==> src/mpbs_pkg.sv <==
// package for the multipart boundary scanner: codes, constants and types
`timescale 1ns / 1ps
`default_nettype none
package mpbs_pkg;

  localparam int unsigned MAX_BOUNDARY_BYTES = 56;
  localparam int unsigned COUNT_BITS_DEFAULT = 24;
  localparam int unsigned BOUNDARY_WORDS     = 7;
  localparam int unsigned REG_BITS           = 64;
  localparam int unsigned ADDR_BITS          = 6;
  localparam int unsigned LEN_BITS           = 24;
  localparam int unsigned BLEN_BITS          = 6;

  localparam logic [7:0] CHAR_CR   = 8'h0d;
  localparam logic [7:0] CHAR_LF   = 8'h0a;
  localparam logic [7:0] CHAR_DASH = 8'h2d;

  localparam logic [LEN_BITS-1:0] LEN_MAX = {LEN_BITS{1'b1}};

  // register indexes, byte address is 8 times the index
  typedef enum logic [2:0] {
    REG_BOUNDARY_LENGTH = 3'd0,
    REG_BOUNDARY_WORD_0 = 3'd1,
    REG_BOUNDARY_WORD_1 = 3'd2,
    REG_BOUNDARY_WORD_2 = 3'd3,
    REG_BOUNDARY_WORD_3 = 3'd4,
    REG_BOUNDARY_WORD_4 = 3'd5,
    REG_BOUNDARY_WORD_5 = 3'd6,
    REG_BOUNDARY_WORD_6 = 3'd7
  } reg_index_t;

  typedef enum logic [2:0] {
    PH_PARSING   = 3'd0,
    PH_EXPECT_LF = 3'd1,
    PH_DASH1     = 3'd2,
    PH_DASH2     = 3'd3,
    PH_BOUNDARY  = 3'd4
  } scan_phase_t;

  typedef enum logic [1:0] {
    ST_SCANNING = 2'd0,
    ST_FOUND    = 2'd1,
    ST_MISSING  = 2'd2
  } scan_status_t;

  typedef struct packed {
    scan_status_t        status;
    logic [LEN_BITS-1:0] content_length;
  } scan_result_t;

endpackage
`default_nettype wire

==> src/multipart_boundary_scanner_unit.sv <==
// top level of the multipart boundary scanner: delimiter match, counters, output skid
`timescale 1ns / 1ps
`default_nettype none
//
// channel   dir  handshake          payload
// s_*       in   s_tvalid/s_tready  s_tdata[7:0] data_byte, s_tlast buffer_end
// m_*       out  m_tvalid/m_tready  m_tdata[23:0] content_length, m_tuser[1:0] scan_status
// apb       in   psel/penable/pwrite/pready  paddr[5:3] register index, pwdata 64 bits
//
// one byte per cycle while s_tready is high: each byte is decoded against the scan state and its
// result is registered into the output register, or into the skid while the output stalls
// a skid register behind the output register keeps s_tready high for one extra
// transaction while m_tready is low; s_tready then drops until the skid drains
// rst clears the scan state, the boundary words and both valid flags, and sets the boundary length to 1
//
module multipart_boundary_scanner_unit #(
  parameter int unsigned COUNT_BITS = mpbs_pkg::COUNT_BITS_DEFAULT
) (
  input  wire logic                           clk,
  input  wire logic                           rst,
  // slave side
  input  wire logic                           s_tvalid,
  output logic                                s_tready,
  input  wire logic [7:0]                     s_tdata,   // [7:0] data_byte
  input  wire logic                           s_tlast,   // buffer_end
  // master side
  output logic                                m_tvalid,
  input  wire logic                           m_tready,
  output logic [mpbs_pkg::LEN_BITS-1:0]       m_tdata,   // [23:0] content_length
  output logic [1:0]                          m_tuser,   // [1:0] scan_status
  // configuration
  input  wire logic                           psel,
  input  wire logic                           penable,
  input  wire logic                           pwrite,
  input  wire logic [mpbs_pkg::ADDR_BITS-1:0] paddr,
  input  wire logic [mpbs_pkg::REG_BITS-1:0]  pwdata,
  output logic [mpbs_pkg::REG_BITS-1:0]       prdata,
  output logic                                pready
);
  import mpbs_pkg::*;

  localparam int unsigned EXT_BITS = (COUNT_BITS > LEN_BITS) ? COUNT_BITS : LEN_BITS;
  localparam logic [COUNT_BITS-1:0] COUNT_MAX = {COUNT_BITS{1'b1}};

  // configuration registers
  logic [BLEN_BITS-1:0] boundary_length;
  logic [REG_BITS-1:0]  boundary_word [BOUNDARY_WORDS];

  // scan state
  scan_phase_t           scan_phase, scan_phase_next;
  logic [BLEN_BITS-1:0]  match_index, match_index_next;
  logic [COUNT_BITS-1:0] byte_count, byte_count_next;
  logic [COUNT_BITS-1:0] last_cr_position, last_cr_position_next;

  // output register and skid
  logic         out_valid, skid_valid;
  scan_result_t out_data, skid_data;
  scan_result_t result;

  logic       in_accept;
  logic       cfg_write;
  reg_index_t cfg_index;

  logic [7:0]           data_byte;
  logic                 buffer_end;
  logic                 is_cr, is_lf, is_dash;
  logic [BLEN_BITS-1:0] len_used;
  logic [2:0]           word_sel;
  logic [7:0]           bnd_byte;
  logic [BLEN_BITS:0]   match_inc;
  logic                 found;
  logic [EXT_BITS-1:0]  cr_ext;

  assign pready    = 1'b1;
  assign cfg_write = psel && penable && pwrite && pready;
  assign cfg_index = reg_index_t'(paddr[ADDR_BITS-1:3]);

  always_ff @(posedge clk) begin
    if (rst) begin
      boundary_length <= BLEN_BITS'(1);
      for (int w = 0; w < BOUNDARY_WORDS; w++) begin
        boundary_word[w] <= '0;
      end
    end else if (cfg_write) begin
      case (cfg_index)
        REG_BOUNDARY_LENGTH: boundary_length <= pwdata[BLEN_BITS-1:0];
        REG_BOUNDARY_WORD_0: boundary_word[0] <= pwdata;
        REG_BOUNDARY_WORD_1: boundary_word[1] <= pwdata;
        REG_BOUNDARY_WORD_2: boundary_word[2] <= pwdata;
        REG_BOUNDARY_WORD_3: boundary_word[3] <= pwdata;
        REG_BOUNDARY_WORD_4: boundary_word[4] <= pwdata;
        REG_BOUNDARY_WORD_5: boundary_word[5] <= pwdata;
        REG_BOUNDARY_WORD_6: boundary_word[6] <= pwdata;
        default: ;
      endcase
    end
  end

  always_comb begin
    case (cfg_index)
      REG_BOUNDARY_LENGTH: prdata = REG_BITS'(boundary_length);
      REG_BOUNDARY_WORD_0: prdata = boundary_word[0];
      REG_BOUNDARY_WORD_1: prdata = boundary_word[1];
      REG_BOUNDARY_WORD_2: prdata = boundary_word[2];
      REG_BOUNDARY_WORD_3: prdata = boundary_word[3];
      REG_BOUNDARY_WORD_4: prdata = boundary_word[4];
      REG_BOUNDARY_WORD_5: prdata = boundary_word[5];
      REG_BOUNDARY_WORD_6: prdata = boundary_word[6];
      default:             prdata = '0;
    endcase
  end

  // decode of the incoming byte against the current state
  assign data_byte  = s_tdata;
  assign buffer_end = s_tlast;
  assign is_cr      = (data_byte == CHAR_CR);
  assign is_lf      = (data_byte == CHAR_LF);
  assign is_dash    = (data_byte == CHAR_DASH);
  assign len_used   = (boundary_length > BLEN_BITS'(MAX_BOUNDARY_BYTES)) ?
                      BLEN_BITS'(MAX_BOUNDARY_BYTES) : boundary_length;
  // the top word slot does not exist, it is never read while a match is live
  assign word_sel   = (match_index[5:3] == 3'd7) ? 3'd0 : match_index[5:3];
  assign bnd_byte   = boundary_word[word_sel][{match_index[2:0], 3'b000} +: 8];
  assign match_inc  = {1'b0, match_index} + (BLEN_BITS+1)'(1);

  assign found = !is_cr && !is_lf &&
                 (((scan_phase == PH_DASH2) && is_dash && (len_used == '0)) ||
                  ((scan_phase == PH_BOUNDARY) && (match_index < len_used) &&
                   (data_byte == bnd_byte) && (match_inc >= {1'b0, len_used})));

  // next state
  always_comb begin
    scan_phase_next       = scan_phase;
    match_index_next      = match_index;
    byte_count_next       = byte_count;
    last_cr_position_next = last_cr_position;
    if (is_cr) begin
      scan_phase_next       = PH_EXPECT_LF;
      last_cr_position_next = byte_count;
    end else if (is_lf) begin
      scan_phase_next = (scan_phase == PH_EXPECT_LF) ? PH_DASH1 : PH_PARSING;
    end else begin
      case (scan_phase)
        PH_DASH1: begin
          scan_phase_next = is_dash ? PH_DASH2 : PH_PARSING;
        end
        PH_DASH2: begin
          if (is_dash) begin
            match_index_next = '0;
            scan_phase_next  = PH_BOUNDARY;
          end else begin
            scan_phase_next = PH_PARSING;
          end
        end
        PH_BOUNDARY: begin
          if ((match_index < len_used) && (data_byte == bnd_byte)) begin
            match_index_next = match_inc[BLEN_BITS-1:0];
          end else begin
            scan_phase_next = PH_PARSING;
          end
        end
        default: scan_phase_next = PH_PARSING;
      endcase
    end
    if (found || buffer_end) begin
      // restart for the next part
      scan_phase_next       = PH_PARSING;
      match_index_next      = '0;
      byte_count_next       = '0;
      last_cr_position_next = '0;
    end else if (byte_count != COUNT_MAX) begin
      byte_count_next = byte_count + COUNT_BITS'(1);
    end
  end

  // result of this byte
  assign cr_ext = EXT_BITS'(last_cr_position);

  always_comb begin
    result.status         = ST_SCANNING;
    result.content_length = '0;
    if (found) begin
      result.status         = ST_FOUND;
      result.content_length = (cr_ext > EXT_BITS'(LEN_MAX)) ? LEN_MAX : cr_ext[LEN_BITS-1:0];
    end else if (buffer_end) begin
      result.status = ST_MISSING;
    end
  end

  assign s_tready  = !skid_valid;
  assign in_accept = s_tvalid && s_tready;

  always_ff @(posedge clk) begin
    if (rst) begin
      scan_phase       <= PH_PARSING;
      match_index      <= '0;
      byte_count       <= '0;
      last_cr_position <= '0;
    end else if (in_accept) begin
      scan_phase       <= scan_phase_next;
      match_index      <= match_index_next;
      byte_count       <= byte_count_next;
      last_cr_position <= last_cr_position_next;
    end
  end

  always_ff @(posedge clk) begin
    if (rst) begin
      out_valid  <= 1'b0;
      skid_valid <= 1'b0;
    end else if (!out_valid || m_tready) begin
      if (skid_valid) begin
        out_valid  <= 1'b1;
        skid_valid <= 1'b0;
      end else begin
        out_valid <= in_accept;
      end
    end else if (in_accept) begin
      skid_valid <= 1'b1;
    end
  end

  always_ff @(posedge clk) begin
    if (!out_valid || m_tready) begin
      if (skid_valid) begin
        out_data <= skid_data;
      end else if (in_accept) begin
        out_data <= result;
      end
    end else if (in_accept) begin
      skid_data <= result;
    end
  end

  assign m_tvalid = out_valid;
  assign m_tdata  = out_data.content_length;
  assign m_tuser  = out_data.status;

endmodule
`default_nettype wire
==> config.mk <==
export PLATFORM = sky130hd
export DESIGN_NAME = multipart_boundary_scanner_unit
export DESIGN_NICKNAME = d
export VERILOG_FILES = /design/src/mpbs_pkg.sv /design/src/multipart_boundary_scanner_unit.sv
export SDC_FILE = /design/constraint.sdc
export NUM_CORES = 1
export LEC_CHECK = 0
export BUFFER_PORTS_ARGS = -buffer_cell sky130_fd_sc_hd__buf_2
export CAP_MARGIN = 30
export CORE_ASPECT_RATIO = 1.4
export CORE_MARGIN = 4
export CORE_UTILIZATION = 60
export DETAILED_ROUTE_END_ITERATION = 16
export PLACE_DENSITY = 0.79
export SYNTH_ARGS = -nofsm -noshare
export SYNTH_HDL_FRONTEND = slang
export SYNTH_SLANG_ARGS = --single-unit
==> constraint.sdc <==
create_clock -name clk -period 8.7 [get_ports clk]
set_clock_uncertainty 0.1 [all_clocks]
set_input_delay 1.305 -clock clk [delete_from_list [all_inputs] [get_ports clk]]
set_output_delay 1.305 -clock clk [all_outputs]
set_load 0.05 [all_outputs]
==> results.yml <==
sta:
  fmax_mhz: 168
  fin_setup_tns_ns: 0
  finalCriticalPeriod_ns: 5.96
  grt_setup_unrepaired: "no"
  setup_viol: 0
  tightest_slew_ns: 1.13
  period_share_pct: 68.6
  slew_headroom_pct: 25.0
  hold_viol_final: 0
  slew_viol_final: 0
drt:
  drcViolationCount: 0
  drtIter0Drc: 3306
  drt_pre_antenna_iters: 6
  ant_nets: 0
  routed_wl_um: 102000
  avgRoutedWirePerCell_um: 29.5
  vias: 24400
  vias_per_cell: 7.10
pwr:
  p_leak_nw: 11.6
  ir_worst_vdd_mv: 0.162
  power_density_nw_per_um2: 190
  power_mw: 6.18
yosys:
  synth_ff_type: "edfxtp_1"
  netlist_top_cells_area: "edfxtp_1 (51%), nor2_1 (6.8%), mux2i_1 (4.6%)"
  yosys_warnings: 0
  synthCells: 2681
  yosysUniqueCellTypes: 84
  synth_edf_count: 500
  synth_top_area_share_pct: 51.2
  async_flop_share_pct: 0
  yosysMostFrequentCell: "nor2_1"
  synth_nets: 2781
  ys_seq_area_share_pct: 55.7
  avgSynthCellArea_um2: 10.9
  synthTopCellsByCount: "nor2_1 (532), edfxtp_1 (500), mux2i_1 (136), o21ai_0 (127), a21oi_1 (110)"
  ys_seq_elements: 565
  netlist_area_um2: 29300
  synth_top_area_cell: "edfxtp_1"
placement:
  placed_area_um2: 30700
  placedCellCount: 3343
  hpwl_um: 61600
  gp_congestion: 0.919
  port_buffers: 174
clock_tree:
  cts_buffer_depth: 3
  clk_latency_ns: 0.61
  cts_tree: "done"
  cts_root_buf: "clkbuf_16"
  hold_buffers: 0
  cts.repair.resized: 0
  htree_levels: 2
  numCtsBuffers: 53
  clk_pin_slew_ns: 0.07
  cts.sinks: 565
  post_cts_buffers: 0
global_route:
  grt_overflow: 0
  grt_max_degree: 65
  antenna_found_initial: 2
  grt_pass1_vias: 24200
  grt_usage_pct: 37.0
  grt_pass1_wl_um: 148000
die:
  initial_utilization_pct: 60.9
  core_area_um2: 48100
  die_y_um: 269
  io_pins: 179
  die_x_um: 195
  die-area_um2: 52500
  rows: 95
layout:
  final_area_um2: 32500
  antenna_cells: 0
  syn_to_final_growth_pct: 11.1
  finalNonFillerCells: 3442
  finalNetCount: 2872
  drive_above_1_share_pct: 17.5
critical_path:
  worstPathArrival_ns: 6.21
  regToRegSetupSlack_ns: 2.74
  timing_worst_setup_path_type: "flop to flop"
  cp_max_fo: 64
  end_kind: "flop"
  required_ns: 8.94
  start_kind: "flop"
job:
  drv_cap: 0
run_status:
  status: "complete, no violations"
min_path:
  min_path_type: "flop to flop"
## cell type report
type                       instances  area (um2)
sequential                       565       16300
fill                            3467       15600
multi-input combinational       1813       11800
timing repair buffer             246        1540
clock buffer                      68        1460
tap                              630         788
inverter                          93         349
clock inverter                    27         243
## layer usage
layer	part of all wire, %	track usage [%]	routed length [um]
met5	0	0	0
met2	45	59.2	46100
met3	14	9.44	14400
met4	9.1	25.3	9200
met1	31	44.1	31800
## state kept, by name, summed over array words and instances (netlist names), 2 cells and up
name / flops
m_tdata: 24
scan_phase: 3
cr_ext: 24
match_index: 6
boundary_word: 448
skid_data: 26
m_tuser: 2
boundary_length: 6
byte_count: 24
## worst paths after layout
check / start / end / cells after the start
hold reg to reg: cr_ext[8] / cr_ext[8] / 1
hold / removal: cr_ext[8] / cr_ext[8] / 1
setup / recovery: match_index[4] / m_tdata[15] / 14
setup reg to reg: match_index[4] / m_tdata[15] / 14
## where the power goes
group	leakage [nW]	internal (mW)	switching, mW	total, mW
Clock	0.832	1.28	1.03	2.31
Sequential	5.27	3.09	0.0813	3.17
Combinational	5.47	0.193	0.509	0.702
Total	11.6	4.56	1.62	6.18
## cell usage in the layout, fill, tap and decap left out, types with 9 or more instances in the layout
master and n:
a211oi_1 16, a21oi_1 110, a221o_1 10, a221oi_1 20, a22o_1 106, a22oi_1 43, a31oi_1 26, and2_1 43
and3_1 13, buf_2 172, buf_4 65, clkbuf_1 11, clkbuf_16 56, clkinv_1 9, dfxtp_1 61, edfxtp_1 500
ha_1 14, inv_1 85, mux2_2 98, mux2i_1 136, mux4_2 19, nand2_1 87, nand2b_1 79, nand3_1 31
nor2_1 526, nor2b_1 11, nor3_1 17, o211ai_1 23, o21ai_0 127, o221ai_1 28, o22ai_1 30, o32ai_1 9
or3_1 16, or4_1 11
## metrics by stage
stage | util (%) | hold WS [ns] | worst slack [ns]
CTS | 67.4 | 0.376 | 3.00
detailed placement | 63.9 | 0.360 | 2.96
finish | 67.6 | 0.372 | 2.74
floorplan | - | 0.340 | 3.47
global route | 67.6 | 0.384 | 2.70
global placement | 63.7 | 0.353 | 2.85
## cells by family after synthesis
kind of cell    after synthesis  share of synthesized area [%]
fa+ha+maj                    14                          0.598
mux                         255                           9.95
xor+xnor                      8                          0.239
buf+inv                     303                           4.40
simple gates                907                           14.2
compound gates              628                           14.9
flops                       565                           55.7
other cells                   1                         0.0128
## critical path, stage by stage (launching register included)
cell,delay [ns]
dfxtp_4,0.78
buf_4,0.85
nor2b_1,0.49
buf_4,0.38
and2_1,0.19
o21ai_0,0.20
a31oi_1,0.19
a31oi_1,0.53
a21boi_0,0.29
or2_2,0.37
and4_1,0.20
a31oi_1,0.33
inv_2,0.25
and2_1,0.26
mux2_2,0.29
(Power assumes the default switching activity.)
